File: config.mk
export PLATFORM = sky130hd
export DESIGN_NAME = dlf_front
export DESIGN_NICKNAME = d
export VERILOG_FILES = /design/src/dlf_pkg.sv /design/src/dlf_front.sv
export SDC_FILE = /design/constraint.sdc
export NUM_CORES = 1
export LEC_CHECK = 0
export BUFFER_PORTS_ARGS = -buffer_cell sky130_fd_sc_hd__buf_4
export CORE_AREA = 2 2 39 41
export DETAILED_ROUTE_END_ITERATION = 6
export DIE_AREA = 0 0 41 43
export PLACE_DENSITY = 0.76
export SLEW_MARGIN = 10
export SYNTH_ARGS = -nofsm -noshare
export SYNTH_HDL_FRONTEND = slang
export SYNTH_SLANG_ARGS = --single-unit
File: constraint.sdc
create_clock -name vclk -period 0.8
set_input_delay 0.04 -clock vclk [all_inputs]
set_output_delay 0.04 -clock vclk [all_outputs]
set_load 0.01 [all_outputs]
File: src/dlf_pkg.sv
// ----------------------------------------------------------------------------
// dlf_pkg: shared types and codes for the dense layer forward core
// Field widths, input item modes, register indexes, command kinds and queue
// depths that the front, back and top level all see.
// ----------------------------------------------------------------------------
package dlf_pkg;

  localparam int unsigned IDX_W     = 6;
  localparam int unsigned MODE_W    = 2;
  localparam int unsigned CNT_W     = 7;
  localparam int unsigned CFG_IDX_W = 2;

  // input item modes
  localparam logic [MODE_W-1:0] MODE_WEIGHT  = 2'd0;
  localparam logic [MODE_W-1:0] MODE_BIAS    = 2'd1;
  localparam logic [MODE_W-1:0] MODE_FEATURE = 2'd2;

  // configuration register indexes
  localparam logic [CFG_IDX_W-1:0] REG_INPUT_COUNT  = 2'd0;
  localparam logic [CFG_IDX_W-1:0] REG_OUTPUT_COUNT = 2'd1;
  localparam logic [CFG_IDX_W-1:0] REG_BIAS_ENABLE  = 2'd2;

  localparam logic [CNT_W-1:0] INPUT_COUNT_RST  = 7'd64;
  localparam logic [CNT_W-1:0] OUTPUT_COUNT_RST = 7'd64;
  localparam logic             BIAS_ENABLE_RST  = 1'b1;

  localparam int unsigned QUEUE_DEPTH = 4;
  localparam int unsigned OUT_DEPTH   = 4;
  localparam int unsigned OUT_CNT_W   = $clog2(OUT_DEPTH + 1);

  typedef enum logic [1:0] {
    KIND_WEIGHT,
    KIND_BIAS,
    KIND_FEATURE
  } kind_e;

  typedef struct packed {
    logic [CNT_W-1:0] input_count;
    logic [CNT_W-1:0] output_count;
    logic             bias_enable;
  } cfg_t;

endpackage

File: src/dlf_front.sv
// ----------------------------------------------------------------------------
// dlf_front: input side of the dense layer core
// Takes input beats, drops unused modes and out of range writes, turns the
// rest into commands with a flat store address and hands them to the queue.
// ----------------------------------------------------------------------------
module dlf_front #(
  parameter int unsigned MAX_INPUTS  = 64,
  parameter int unsigned MAX_OUTPUTS = 64,
  parameter int unsigned DATA_WIDTH  = 16,
  localparam int unsigned WAW = (MAX_OUTPUTS * MAX_INPUTS > 1) ?
                                $clog2(MAX_OUTPUTS * MAX_INPUTS) : 1
) (
  input  logic                         in_valid_i,
  output logic                         in_ready_o,
  input  logic [dlf_pkg::MODE_W-1:0]   mode_i,
  input  logic [dlf_pkg::IDX_W-1:0]    out_index_i,
  input  logic [dlf_pkg::IDX_W-1:0]    in_index_i,
  input  logic signed [DATA_WIDTH-1:0] value_i,
  input  logic                         q_full_i,
  output logic                         push_o,
  output dlf_pkg::kind_e               kind_o,
  output logic [WAW-1:0]               addr_o,
  output logic [DATA_WIDTH-1:0]        value_o
);
  import dlf_pkg::*;

  logic take;
  logic oi_ok, ii_ok;

  assign in_ready_o = !q_full_i;
  assign take       = in_valid_i && !q_full_i;
  assign oi_ok      = (32'(out_index_i) < MAX_OUTPUTS);
  assign ii_ok      = (32'(in_index_i) < MAX_INPUTS);
  assign value_o    = value_i;

  always_comb begin
    push_o = 1'b0;
    kind_o = KIND_FEATURE;
    addr_o = '0;
    case (mode_i)
      MODE_WEIGHT: begin
        kind_o = KIND_WEIGHT;
        addr_o = WAW'(32'(out_index_i) * MAX_INPUTS + 32'(in_index_i));
        push_o = take && oi_ok && ii_ok;
      end
      MODE_BIAS: begin
        kind_o = KIND_BIAS;
        addr_o = WAW'(out_index_i);
        push_o = take && oi_ok;
      end
      MODE_FEATURE: begin
        push_o = take;
      end
      default: begin
        // unused mode is swallowed
        push_o = 1'b0;
      end
    endcase
  end

endmodule

# ---- Yosys cells after proc, flatten, opt, wreduce, memory -nomap -nowiden
# Cells that the tools add are included.
dict set report op_classes {
  addsub 1
  n_eq_ne 2
  mux 3
  n_reduce_logical 4
}
# op count
set op_table {}
lappend op_table {{12-bit one-hot mux with 2 select lines} 1}
lappend op_table {{12-bit by 6-bit adder with 12-bit output} 1}
lappend op_table {{2-bit one-hot mux with 2 select lines} 1}
lappend op_table {{3-bit OR reduction} 1}
lappend op_table {{2-bit by 1-bit equality test with 1-bit output (second input constant)} 1}
lappend op_table {{2-bit equality test (second input constant)} 1}
lappend op_table {{2-bit zero test} 1}
lappend op_table {{1-bit logical AND} 1}
lappend op_table {{1-bit zero test} 1}
lappend op_table {{1-bit two-way mux} 1}
dict set report word_totals {
  reg_bits 0
  input_bits 32
  output_inout_bits 32
  word_cells 10
}

# ---- Depth between registers and ports, before layout
dict set report logic_depth {
  ltp_word 3
  depth_mapped 3
  mapped_depth_nobuf 2
}

# ---- Least setup slack after synthesis
# OpenSTA, ideal clock, no wires.
dict set report synth_path {
  kind {in2out}
  startpoint {in mode_i[1] (netlist name)}
  endpoint {out addr_o[10]}
  arrival_time_ps 456
  required_time_ps 760
  slack_ps 304
  path_stages 3
  n_path_buf 1
  path_cell_list {buf_4 > nor2_4 > and2_1}
}
dict set report synth_via {
  elab_chain_cells 2
  word_cells_on_any_way 3
  cone_classes {eq/ne (1); mux (1); reduce/logical (1)}
}
# element line
set synth_rtl {}
lappend synth_rtl {{start, declared} dlf_front.sv:15} ;# input logic [dlf_pkg::MODE_W-1:0] mode_i,
lappend synth_rtl {{2-bit by 1-bit equality test with 1-bit output or 2-bit zero test (tied branches)} dlf_front.sv:40} ;# case (mode_i)
lappend synth_rtl {{12-bit one-hot mux with 2 select lines *} dlf_front.sv:40}
lappend synth_rtl {{end, declared} dlf_front.sv:22} ;# output logic [WAW-1:0] addr_o,
# Mark *: on every way between the ends. The rest lies on a longest branch, timed or not.

# ---- Worst setup path in the final report
dict set report layout_path {
  startpoint {in mode_i[0] (netlist name)}
  endpoint {out addr_o[3]}
}
# Same word-level chain as after synthesis.

==> results.sh <==
export IMPL_ys_top_cells_by_area="buf_4 (43%), mux2i_1 (20%), and2_1 (13%)"
export IMPL_synth_warnings=0
export IMPL_hold_class="in2out"
export IMPL_syn_area_sq_um=294.0
export IMPL_finalSetupViolCount=0
export IMPL_hold_viol_final=0
export IMPL_antennaDiodeCount=0
export IMPL_yosysTopAreaCellShare_pct=43.40
export IMPL_n_clock_buffer=0
export IMPL_synth_cells=42
export IMPL_grt_usage_pct=7.293
export IMPL_finalPower_uw=212.6
export IMPL_timing_hold_ws_ns=0.08000
export IMPL_drtIter0Drc=0
export IMPL_whs_path_depth=0
export IMPL_syn_nets=74
export IMPL_synthAdderAreaFrac_pct=0
export IMPL_drc_errors=0
export IMPL_stdcell_count=71
export IMPL_syn2layout_area_growth_pct=40.00
export IMPL_grt_pass1_vias=225
export IMPL_initial_utilization_pct=21.25
export IMPL_cts_resized=0
export IMPL_wl_met1_microns=184
export IMPL_first_pass_iters=1
export IMPL_die_y_microns=43
export IMPL_fmax_mhz=1537
export IMPL_yosys_top_cells_count="buf_4 (17), and2_1 (6), mux2i_1 (6), nor2_1 (6)"
export IMPL_cp_start_kind="primary input"
export IMPL_p_leak_uw=0.0002413
export IMPL_core_sq_mm=0.001384
export IMPL_num_io_pins=64
export IMPL_dr_max_layer_used="met3"
export IMPL_path_buf_inv=2
export IMPL_cp_arrival_ns=0.61
export IMPL_seqCellArea_sq_um=0
export IMPL_rows=14
export IMPL_place_hpwl_microns=646.9
export IMPL_drive_above_1_share_pct=60.00
export IMPL_min_period_ns=0.6505
export IMPL_max_stage_delay_ns=0.21
export IMPL_wl_per_cell_microns=10.08
export IMPL_path_common_cell="buf_4"
export IMPL_crit_type="in2out"
export IMPL_yosysMostFrequentCell="buf_4"
export IMPL_ant_nets=0
export IMPL_vias=286
export IMPL_postCtsSetupBuffers=0
export IMPL_peakVddDrop_v=0.0001104
export IMPL_crit_family="buffers and inverters"
export IMPL_die_area_sq_mm=0.001763
export IMPL_die_w_microns=41
export IMPL_nets=89
export IMPL_syn_avg_cell_area_sq_um=7.001
export IMPL_min_period_over_period_pct=81.31
export IMPL_ys_seq_area_share_pct=0
export IMPL_synth_distinct_cells=11
export IMPL_numPortBuffers=32
export IMPL_cts_hold_buffers=0
export IMPL_cap_violations=0
export IMPL_wl_met3_microns=67
export IMPL_met2_length_microns=463
export IMPL_rsz0062_at_grt="no"
export IMPL_cp_num_cells=4
export IMPL_status="completed"
export IMPL_synth_simple_gate_area_share_pct=29.79
export IMPL_grt_max_degree=11
export IMPL_vias_per_cell=4.028
export IMPL_antenna_found_initial=0
export IMPL_routed_wl_microns=716
export IMPL_required_ns=0.76
export IMPL_gp_congestion=0.6699
export IMPL_end_kind="output pin"
export IMPL_grt_pass1_wl_microns=966
export IMPL_slew_violations=0
export IMPL_path_max_fanout=9
export IMPL_fin_tns_setup_ns=0
export IMPL_synth_compound_area_share_pct=0
export IMPL_crit_path_cell_trace="buf_4 > mux2i_1 > nor2_1 > buf_4"
export IMPL_grt_ovfl_total=0
export IMPL_p_per_area_mw_per_mm2=516.6
export IMPL_synth_largest_area_cell="buf_4"
export IMPL_synth_xor_area_share_pct=0
export IMPL_synth_mux_area_share_pct=20.43
export IMPL_critPathSlowestCell="mux2i_1"
export IMPL_tightest_slew_ns=0.1339
export IMPL_design_seq_count=0
export IMPL_synth_top_family_by_area="buffers and inverters"
export IMPL_slew_headroom_pct=90.82
export IMPL_dpl_cell_count=71
## per-stage QoR
step	area [sq um]	util, %	worst slack (ns)
6_report	411.6	29.75	0.1495
5_1_grt	411.6	29.75	0.1023
4_1_cts	411.6	29.75	0.1360
3_5_place_dp	411.6	29.75	0.1368
3_3_place_gp	411.6	29.75	0.1441
2_1_floorplan	294.0	-	0.3042
## routing by layer
metal,up-vias,GRT usage (%)
met2,10,14.69
met5,-,0
met4,0,1.333
met1,133,6.962
met3,0,1.047
li1,143,-
## cell families after synthesis
| family | after synthesis |
|---|---|
| and+or+nand+nor | 16 |
| muxes | 6 |
| buffers and inverters | 20 |
## worst paths after layout
path,from,to
worst max-delay path,mode_i[0],addr_o[3]
worst min-delay path,value_i[10],value_o[10]
## final cells by class
class | instances | area [sq um]
Multi-Input combinational cell | 22 | 147.6
Fill cell | 154 | 972.2
Tap cell | 16 | 20.02
Inverter | 1 | 3.754
Timing Repair Buffer | 32 | 240.2
## cell usage in the layout, fill, tap and decap left out
master	count
inv_1	1
nor2b_1	1
and2_1	6
nor2_4	1
mux2i_1	6
buf_4	32
nand2_1	1
nor2_1	6
and3_1	1
## power breakdown
part	total, uW	internal [uW]	switching, uW
registers	0	0	0
logic	213	127	85.3
clock network	0	0	0
(Power assumes the default switching activity.)
