[src/dlf_fifo.sv]
// ----------------------------------------------------------------------------
// dlf_fifo: small register FIFO
// Used for the command queue between front and back and for the result queue.
// ----------------------------------------------------------------------------
module dlf_fifo #(
  parameter int unsigned WIDTH = 8,
  parameter int unsigned DEPTH = 4,
  localparam int unsigned PW = (DEPTH > 1) ? $clog2(DEPTH) : 1,
  localparam int unsigned CW = $clog2(DEPTH + 1)
) (
  input  logic             clk_i,
  input  logic             rst_ni,
  input  logic             push_i,
  input  logic [WIDTH-1:0] data_i,
  input  logic             pop_i,
  output logic [WIDTH-1:0] data_o,
  output logic             full_o,
  output logic             empty_o,
  output logic [CW-1:0]    count_o
);

  logic [WIDTH-1:0] mem_q [DEPTH];
  logic [PW-1:0]    wr_ptr_q, wr_ptr_d;
  logic [PW-1:0]    rd_ptr_q, rd_ptr_d;
  logic [CW-1:0]    count_q, count_d;
  logic             push_ok, pop_ok;

  assign full_o  = (count_q == CW'(DEPTH));
  assign empty_o = (count_q == '0);
  assign push_ok = push_i && !full_o;
  assign pop_ok  = pop_i && !empty_o;

  always_comb begin
    wr_ptr_d = wr_ptr_q;
    rd_ptr_d = rd_ptr_q;
    if (push_ok) begin
      wr_ptr_d = (wr_ptr_q == PW'(DEPTH - 1)) ? '0 : wr_ptr_q + PW'(1);
    end
    if (pop_ok) begin
      rd_ptr_d = (rd_ptr_q == PW'(DEPTH - 1)) ? '0 : rd_ptr_q + PW'(1);
    end
    count_d = count_q + CW'(push_ok) - CW'(pop_ok);
  end

  always_ff @(posedge clk_i or negedge rst_ni) begin
    if (!rst_ni) begin
      wr_ptr_q <= '0;
      rd_ptr_q <= '0;
      count_q  <= '0;
    end else begin
      wr_ptr_q <= wr_ptr_d;
      rd_ptr_q <= rd_ptr_d;
      count_q  <= count_d;
    end
  end

  always_ff @(posedge clk_i) begin
    if (push_ok) begin
      mem_q[wr_ptr_q] <= data_i;
    end
  end

  assign data_o  = mem_q[rd_ptr_q];
  assign count_o = count_q;

endmodule

[config.mk]
export PLATFORM = sky130hd
export DESIGN_NAME = dlf_fifo
export DESIGN_NICKNAME = d
export VERILOG_FILES = /design/src/dlf_fifo.sv
export SDC_FILE = /design/constraint.sdc
export NUM_CORES = 1
export LEC_CHECK = 0
export BUFFER_PORTS_ARGS = -buffer_cell sky130_fd_sc_hd__buf_2
export CAP_MARGIN = 20
export CORE_AREA = 2 2 56 58
export CTS_CLUSTER_SIZE = 14
export DETAILED_ROUTE_END_ITERATION = 6
export DIE_AREA = 0 0 58 60
export PLACE_DENSITY = 0.79
export SLEW_MARGIN = 0
export SYNTH_ARGS = -nofsm -noshare
export SYNTH_HDL_FRONTEND = slang
export SYNTH_SLANG_ARGS = --single-unit
[constraint.sdc]
create_clock -name clk_i -period 5.1 [get_ports clk_i]
set_input_delay 1.53 -clock clk_i [delete_from_list [all_inputs] [get_ports clk_i]]
set_output_delay 1.53 -clock clk_i [all_outputs]
set_load 0.005 [all_outputs]
# After elaboration in Yosys (flattened, before gate mapping)
# Memory sizes are Yosys's and may differ from the RTL's.
# Index checks and enable logic that the tools add are counted.
[totals] reg_bits=7 mem_bits_rw=32 in_bits=12 out_inout_bits=13 memories=1
[classes] addsub=4 n_eq_ne=3 n_mux=4 n_reduce_logical=5
[memory_table] name="mem_q" words=4 word_bits=8 read_ports=1 rd_ports_with_merged_regs=0 write_ports=1 line="22" source="logic [WIDTH-1:0] mem_q [DEPTH];"
[op_table] op="$add A2 B1 Y2 const B" n=2
[op_table] op="$eq A2 B2 Y1 const B" n=2
[op_table] op="$mux W2" n=2
[op_table] op="$add A3 B1 Y3" n=1
[op_table] op="$eq A3 B3 Y1 const B" n=1
[op_table] op="$logic_not A3 Y1" n=1
[op_table] op="$sub A3 B1 Y3" n=1
[op_table] op="$logic_and A1 B1 Y1" n=2
[op_table] op="$logic_not A1 Y1" n=2
[op_table] op="$mux W1" n=2

# Depth between registers and ports, before layout
# Gate-level depths: netlist of the first run.
[depth] word_depth=5 ltp_mapped=9 ltp_nobuf=9

# Least setup slack after synthesis of the first run
# No wires, ideal clock.
[synth_path] path_kind="input to register" startpoint="in push_i" endpoint="reg count_q[2] (netlist: count_o[2])" arrival_ns=2.902 required_time_ns=4.977 path_slack_ns=2.075 path_stages=8 n_path_buf=0 path_cell_list="nor2b_2 > inv_1 > ha_1 > inv_1 > ha_1 > fa_1 > xnor2_1 > xnor2_1"
[synth_via] elab_chain_len=3
[synth_lines] element="from (decl)" line="13" source="input logic push_i,"
[synth_lines] element="$logic_and A1 B1 Y1" line="30" source="assign push_ok = push_i && !full_o;"
[synth_lines] element="$add A3 B1 Y3" line="42" source="count_d = count_q + CW'(push_ok) - CW'(pop_ok);"
[synth_lines] element="$sub A3 B1 Y3" line="42"
[synth_lines] element="via count_d[2]" line="25" source="logic [CW-1:0] count_q, count_d;"
[synth_lines] element="to (signal assigned)" line="53" source="count_q <= count_d;"
[synth_lines] element="to (decl)" line="25"
# The timed path passes the listed nets, and every way through them passes these cells.
# A chain may end at the register's enable or synchronous reset.

# Final worst setup path of the first run
[layout_path] startpoint="reg rd_ptr_q[0]" endpoint="out data_o[0]"
[layout_via] elab_chain_len=1
[layout_lines] element="from (decl)" line="24" source="logic [PW-1:0] rd_ptr_q, rd_ptr_d;"
[layout_lines] element="from (signal assigned)" line="52" source="rd_ptr_q <= rd_ptr_d;"
[layout_lines] element="$mem_v2 Z4 W8"
[layout_lines] element="to (decl)" line="16" source="output logic [WIDTH-1:0] data_o,"
# No other way between the ends.

==> run summary, run 1 <==
The maximum clock skew at final layout came out at 8.999 ps. The overall power after layout came out at 963.0 µW. The number of H-tree levels came out at 2. The aggregate global routing overflow came out at 0. Sorting the synthesized cells by area gives the leading types as sky130_fd_sc_hd__edfxtp_1 60%, sky130_fd_sc_hd__mux4_2 11%, sky130_fd_sc_hd__dfrtp_1 11%, sky130_fd_sc_hd__ha_1 5.5%, sky130_fd_sc_hd__inv_1 1.6%. The data required time of the critical path came out at between 3000 and 4000 ps. The post-layout instance area is between 1500 and 2000 µm². The maximum vdd drop is roughly 370 µV. The post-layout net count is 130. The count of mapped cells out of synthesis came out at 81. The root buffer cell chosen for the clock tree is sky130_fd_sc_hd__clkbuf_4. The most common cell in the synthesized netlist is sky130_fd_sc_hd__edfxtp_1. The final period utilization is between 60% and 70%. The flow ran to the end, and the final reports show no timing, DRC or antenna violations.

The startpoint identified for the worst hold timing path is count_o[0]$_DFF_PN0_. The final route contains 772 vias. The number of distinct library cell variants in the gate-level netlist after synthesis came out at 19. The share of synthesized area in the top cell type comes to 59.95%.

The number of vias per cell after detailed routing is around 5.4. Among all stages on the critical path, the largest delay is contributed by sky130_fd_sc_hd__dfrtp_1. The maximum fanout count along the critical path is 11. The count of placed standard cells including taps is roughly 140. In this run the static leakage power is between 0.0007 and 0.0008 µW. After synthesis the netlist holds a flip-flop and latch count of 39. The path class of the tightest hold or removal check is reg2reg.

The maximum clock path buffer count came out at 2. The clock transition time at the flip-flop clock pins of the worst setup and hold paths came out at between 100 and 150 ps. The via count of the first global-routing pass came out at between 800 and 900.

For hold timing, the worst endpoint is count_o[0]$_DFF_PN0_. The total setup violations reported at the end of the flow is 0. Summing the sequential cell areas from Yosys gives a little under three quarters of the chip area. In the final timing run, aggregate negative setup slack is 0 ps. The worst-case headroom to the max-slew limit came out at approximately three fifths. The largest area contributor in the netlist is sky130_fd_sc_hd__edfxtp_1. The pin count of the biggest net entering global routing is 13. The wire length per cell came out at around 17 µm. The die covers 3480 µm². The placement-stage cell area came out at 1755 µm². The hold path depth is 1. In this run the worst setup path begins at rd_ptr_q[0]$_DFFE_PN0P_.

The buffer count from post-CTS setup fixing is 0. At the pin with the least slew margin, the transition time is slightly below 600 ps. The critical path launch point type is a register. The arrival time at the worst endpoint came out at 1790 ps. The initial detailed-routing violation count came out at 19. Once routing completed, OpenROAD measured the worst setup slack at between 1500 and 2000 ps. The signal on the critical path passes through mux4_2 > buf_2. For this run, the number of standard cells in the final layout without fillers is around 140. After detailed routing, the number of remaining DRC violations is 0. The worst setup path is captured at a primary output.

For the worst-skew pair, the clock arrives at the later sink with an insertion delay of 340 ps. The I/O pin count came out at 25. The post-synth net total is 101. The total number of yosys warnings came out at 0. The total wire length is between 2000 and 2500 µm.

Among all flip-flop cells after synthesis, the most frequent one is sky130_fd_sc_hd__edfxtp_1. In this run the critical register-to-register path is captured at count_o[2]$_DFF_PN0_. The number of max-cap violations is 0. The vertical die dimension is about 60 µm. The count of pins over their slew limit is 0. The total routing resource utilization after global routing is about 16%.

The number of antenna repair diodes came out at 0. The critical path is of the reg2out type. TritonCTS built the clock tree. Post-CTS repair changed the size of 0 cells.

The area added between synthesis and finish came out at 12.65%. The number of enable-type register cells in the synthesized netlist came out at 32. The commonest cells after synthesis are 32 x sky130_fd_sc_hd__edfxtp_1, 8 x sky130_fd_sc_hd__mux4_2, 7 x sky130_fd_sc_hd__dfrtp_1, 7 x sky130_fd_sc_hd__ha_1, 7 x sky130_fd_sc_hd__inv_1. The number of sinks on the clock net is 39.

The final critical delay including setup and external delays came out at ~3300 ps. The global-route wire length before repair came out at roughly 3900 µm. The worst slack at placement came out at about 1800 ps. The synthesized netlist occupies a cell area of 1603 µm².

The fmax is ~300 MHz. Measured in cells, the most critical reg-to-reg path has a length of 9. The core box area is between 2000 and 3000 µm².

On the worst path, the slowest cell contributes a delay of around 740 ps. The number of endpoints with negative hold slack in the final report came out at 0. The antenna violation net count after detailed routing is 0.

The slack of the worst reg-to-reg path is 2840 ps. The startpoint of the worst register-to-register path is count_o[1]$_DFF_PN0_. The last weighted congestion value of the routability-driven placer came out at around 0.64. The floorplan has 20 rows. Setup repair after global routing left no endpoint under its margin.

The number of buffers and inverters on the critical path is 1. For this design the ratio of total power to cell area is approximately 530 nW/µm². Buffers inserted to repair hold after CTS numbered 0. The fraction of final layout cells with drive strength greater than 1 is 39.64%. The x dimension of the die came out at 58 µm. The number of buffers created by CTS is 5.

The port buffer count came out at 24. The dominant delay contributor by cell family on the critical path is flip-flops. The initial antenna violation count came out at 0. The initial core utilization is ~55%. The first-pass iteration count of the detailed router is 4. Of all flip-flops after synthesis, the portion carrying an async set or reset was roughly 18%.

The mean instance size in the synthesized netlist came out at 19.79 µm².
==> routing by layer <==
layer / vias up / wire length (µm) / global-route usage, %
li1: 363 / - / -
met1: 384 / 934 / 18.86
met2: 18 / 1286 / 27.44
met3: 7 / 112 / 4.978
met4: 0 / 62 / 9.967
met5: - / 0 / 0
==> layout by cell type, fill, tap and decap left out <==
cell                        n
sky130_fd_sc_hd__and2_1     4
sky130_fd_sc_hd__buf_2     24
sky130_fd_sc_hd__clkbuf_1   1
sky130_fd_sc_hd__clkbuf_4   5
sky130_fd_sc_hd__clkinv_1   1
sky130_fd_sc_hd__clkinv_2   1
sky130_fd_sc_hd__dfrtp_1    7
sky130_fd_sc_hd__edfxtp_1  32
sky130_fd_sc_hd__fa_1       1
sky130_fd_sc_hd__ha_1       7
sky130_fd_sc_hd__inv_1      7
sky130_fd_sc_hd__mux2_2     2
sky130_fd_sc_hd__mux2_4     1
sky130_fd_sc_hd__mux4_2     8
sky130_fd_sc_hd__nand2_1    1
sky130_fd_sc_hd__nand2b_4   1
sky130_fd_sc_hd__nor2_1     2
sky130_fd_sc_hd__nor2b_2    1
sky130_fd_sc_hd__nor3_1     1
sky130_fd_sc_hd__nor3b_4    1
sky130_fd_sc_hd__o22ai_1    1
sky130_fd_sc_hd__xnor2_1    2
==> cell families (layout without fill, tap and decap cells) <==
| family | count (synthesis) | after routing | synth area share [%] |
|---|---|---|---|
| DFF | 39 | 39 | 70.88 |
| muxes | 11 | 11 | 13.58 |
| and+or+nand+nor | 11 | 11 | 5.152 |
| buffers and inverters | 9 | 39 | 2.186 |
| adders and majority gates | 8 | 8 | 6.713 |
| xor gates and xnor gates | 2 | 2 | 1.093 |
| AOI/OAI and AO/OA | 1 | 1 | 0.3906 |
==> final cells by class <==
cell class,count,area (µm²)
Inverter,7,26.28
Clock inverter,2,8.758
Timing Repair Buffer,24,120.1
Sequential cell,39,1136
Clock buffer,6,41.29
Multi-Input combinational cell,33,431.7
Fill cell,226,1097
Tap cell,33,41.29
==> worst register-to-register path, delay by kind of cell, from the launching register on <==
family                   cells  cell delay (ps)
adder cells (fa/ha/maj)      3              830
buffers and inverters        2               90
XOR/XNOR                     2              360
AND/OR/NAND/NOR              2              470
flip-flops                   1              450
==> sequential cells by signal (all words and copies together) (netlist names) <==
| signal | count |
|---|---|
| wr_ptr_q | 2 |
| rd_ptr_q | 2 |
| mem_q | 32 |
| count_o | 3 |
==> how the worst max path moves through the flow <==
stage / end / slack (ps) / cells past startpoint
floorplan: count_o[2]$_DFF_PN0_ / 2070 / 8
global placement: count_o[2]$_DFF_PN0_ / 1930 / 9
detailed placement: count_o[2]$_DFF_PN0_ / 1800 / 9
CTS: data_o[0] / 1710 / 2
global route: data_o[6] / 1640 / 2
finish: data_o[0] / 1780 / 2
==> through the flow <==
| step | util [%] | hold slack [ps] |
|---|---|---|
| 2_1_floorplan | - | 561.2 |
| 3_3_place_gp | 60.47 | 587.9 |
| 3_5_place_dp | 60.47 | 595.7 |
| 4_1_cts | 62.20 | 630.9 |
| 5_1_grt | 62.20 | 656.9 |
| 6_report | 62.20 | 627.2 |
==> where the power goes <==
group / leakage (µW) / internal (µW) / switching (µW) / total (µW)
registers: 0.000376 / 430 / 73.9 / 504
logic: 0.000298 / 181 / 132 / 314
clock network: 0.0000297 / 51.8 / 93.2 / 145
total: 0.000703 / 663 / 299 / 963
Note: power is estimated with default switching activity, not from simulation.
==> run 2: changes to the inputs <==
Settings changed: CORE_AREA 2 2 56 58 to 2 2 61 63, DIE_AREA 0 0 58 60 to 0 0 63 65, PLACE_DENSITY 0.79 to 0.71.
Clock period 5.1 ns to 2.7 ns, I/O delays scaled along.
==> run 2 against run 1 <==
Core utilization decreased by 9.0 points; sequential share of layout area shrank 1.8 points; global-route usage down 3.8 points; via count increased by 0.52%; wire length is 4.2% lower; total power increased by 98%; cell area rose by 3.0%; clock skew increased by 4.5 ps; sequential cell count stayed put; sequential power grew 89%; register-to-register slack got worse by 2300 ps; critical endpoint unchanged; cell count increased by 11%.
==> run summary, run 2 (synthesized netlist as in run 1, its figures left out) <==
The post-layout instance area is 1859 µm² (+3.0%). The number of antenna repair diodes is 0 (unchanged). The number of fill cells came to 304 (+35%). The number of max-cap violations is 0 (unchanged). The cell sitting at the root of the clock tree is a sky130_fd_sc_hd__clkbuf_4.

The fraction of final layout cells with drive strength greater than 1 is 41.96% (+2.3 points). The clock transition time at the flip-flop clock pins of the worst setup and hold paths is 110 ps (about the same). The vias after detailed routing is 776 (+0.52%).

The placed wire-length estimate is approximately 1600 µm. The core box area came out at 3496 µm² (+20%). The vertical die dimension came out at 65 µm (+8.3%). The ratio of total power to cell area came out at 1024 nW/µm² (+92%).

The wire length per cell is 14.34 µm (-14%). The initial core utilization is 45.85% (-9.4 points). The number of vias per cell after detailed routing is 4.850 (-9.5%). The type of the worst setup path is reg2out. The global-route wire length before repair came to 3795 µm (-2.3%). The via count of the first global-routing pass came out at 819 (-0.24%). The total wire length came out at 2295 µm (-4.2%). The area added between synthesis and finish is 16.00%.

The total negative setup slack was 0 ps (unchanged). The final core area utilization came out at 53.19% (-9.0 points). The register area is 1137 µm² (+0.11%). The number of flip-flops in the largest register came out at 32 (unchanged). The port buffer count is 24 (unchanged). TritonCTS built the clock tree. The placement-stage cell area came to 1782 µm² (+1.5%). The first-pass iteration count of the detailed router is 4 (unchanged).

The measured slew at the worst slew-check pin came out at 444.6 ps (-149.8 ps). The leakage dissipation came to 0.0007203 µW (+2.4%). The I/O pin count was 25 (unchanged). The maximum clock path buffer count was 2 (unchanged). The path category of the worst min-delay check is in2async. The initial detailed-routing violation count is 23 (+4). The aggregate global routing overflow is 0 (unchanged). The maximum vdd drop came out at 645.4 µV (+76%). The number of H-tree levels is 2 (unchanged). The worst setup path is launched from a register.

The maximum fanout count along the critical path came out at 11 (unchanged). The placement row count is 22 (+10%). The maximum clock skew at final layout came to 13.53 ps (+4.533 ps). The final critical delay including setup and external delays came out at 2407 ps. Based on the critical path, the design can be clocked at up to approximately 420 MHz. The count of pins over their slew limit is 0 (unchanged).

The area of the multi-input gates came out at 431.7 µm² (unchanged). The initial antenna violation count is 0 (unchanged). The pin count of the biggest net entering global routing is 13 (unchanged). The post-layout net count is 131 (+0.77%). The arrival time at the worst endpoint came out at 1600 ps (-190 ps). The data required time of the critical path came to 1890 ps (-1680 ps). The total routing resource utilization after global routing was 12.68% (-3.8 points). The register with the most flip-flops in the final layout is mem_q. The post-cts resize count came to 0 (unchanged). The worst setup path is captured at a primary output. The antenna violation net count after detailed routing is 0 (unchanged). The number of sinks on the clock net came to 39 (unchanged).

The insertion delay of the later-clocked pin in the worst-skew pair is 320 ps (-20 ps). The last weighted congestion value of the routability-driven placer is 0.6570 (+2.8%). The final critical path takes up 89.14% of the cycle. The DRC violation count after routing is 0 (unchanged).

The number of buffers created by CTS came out at 5 (unchanged). The library cell used most frequently in the layout, excluding fill and tap cells, is sky130_fd_sc_hd__edfxtp_1. The run finished with clean final reports. The total setup violations reported at the end of the flow is 0 (unchanged).

The overall die area came to 4095 µm² (+18%). The buffer count from post-CTS setup fixing came out at 0 (unchanged). The library cells used most frequently in the layout, excluding fill and tap cells, are 32 x sky130_fd_sc_hd__edfxtp_1, 24 x sky130_fd_sc_hd__buf_2, 8 x sky130_fd_sc_hd__mux4_2.

The count of hold-fix buffers inserted at cts was 0 (unchanged). The x dimension of the die came out at 63 µm (+8.6%). Setup repair after global routing left no endpoint under its margin. The number of endpoints with negative hold slack in the final report is 0 (unchanged). The worst-case headroom to the max-slew limit was 70.36% (+10 points).
[run 2: area by class of cell]
class	instances	share of cell area (%)
multi-input combinational	33	23.22
clock inverter	3	2.086
clock buffer	5	2.019
tap	48	3.230
sequential	39	61.17
inverter	7	1.413
timing repair buffer	25	6.864
[run 2: metrics by stage]
step / setup WS (ps) / total power (µW) / hold WS [ps] / cells
5_1_grt: 183.4 / 2031 / 281.2 / 160
4_1_cts: 43.02 / 1935 / 283.7 / 160
3_5_place_dp: 309.1 / 1574 / 584.0 / 152
6_report: 293.1 / 1904 / 295.1 / 160
3_3_place_gp: 387.1 / 1543 / 579.6 / 152
2_1_floorplan: 394.9 / 1349 / 514.4 / 81
[run 2: metal layers]
layer / GRT usage [%] / vias up / part of all wire [%]
met5: 0 / - / 0
met4: 5.000 / 0 / 0.92
met3: 4.167 / 4 / 4.8
met2: 22.07 / 18 / 53
met1: 14.47 / 393 / 41
li1: - / 361 / -
[run 2: final timing paths]
| kind | from | end | slack [ps] | cells past startpoint |
|---|---|---|---|---|
| max in group asynchronous | rst_ni | rd_ptr_q[0]$_DFFE_PN0P_ | 2230 | 1 |
| min reg2reg | wr_ptr_q[0]$_DFFE_PN0P_ | wr_ptr_q[0]$_DFFE_PN0P_ | 610 | 1 |
| min | rst_ni | count_o[0]$_DFF_PN0_ | 300 | 1 |
| max reg2reg | count_o[1]$_DFF_PN0_ | count_o[2]$_DFF_PN0_ | 510 | 9 |
| min in group clk_i | wr_ptr_q[0]$_DFFE_PN0P_ | wr_ptr_q[0]$_DFFE_PN0P_ | 610 | 1 |
| max | rd_ptr_q[0]$_DFFE_PN0P_ | data_o[0] | 290 | 2 |
[run 2: power by group]
part | switching [µW] | internal, µW
clock | 170 | 191
sequential | 136 | 815
combinational | 247 | 345
total | 554 | 1350
[run 2: worst max-delay path, stage by stage, from the launching register on]
cell                      delay, ps
sky130_fd_sc_hd__dfrtp_2        580
sky130_fd_sc_hd__mux4_2         550
sky130_fd_sc_hd__buf_2          140
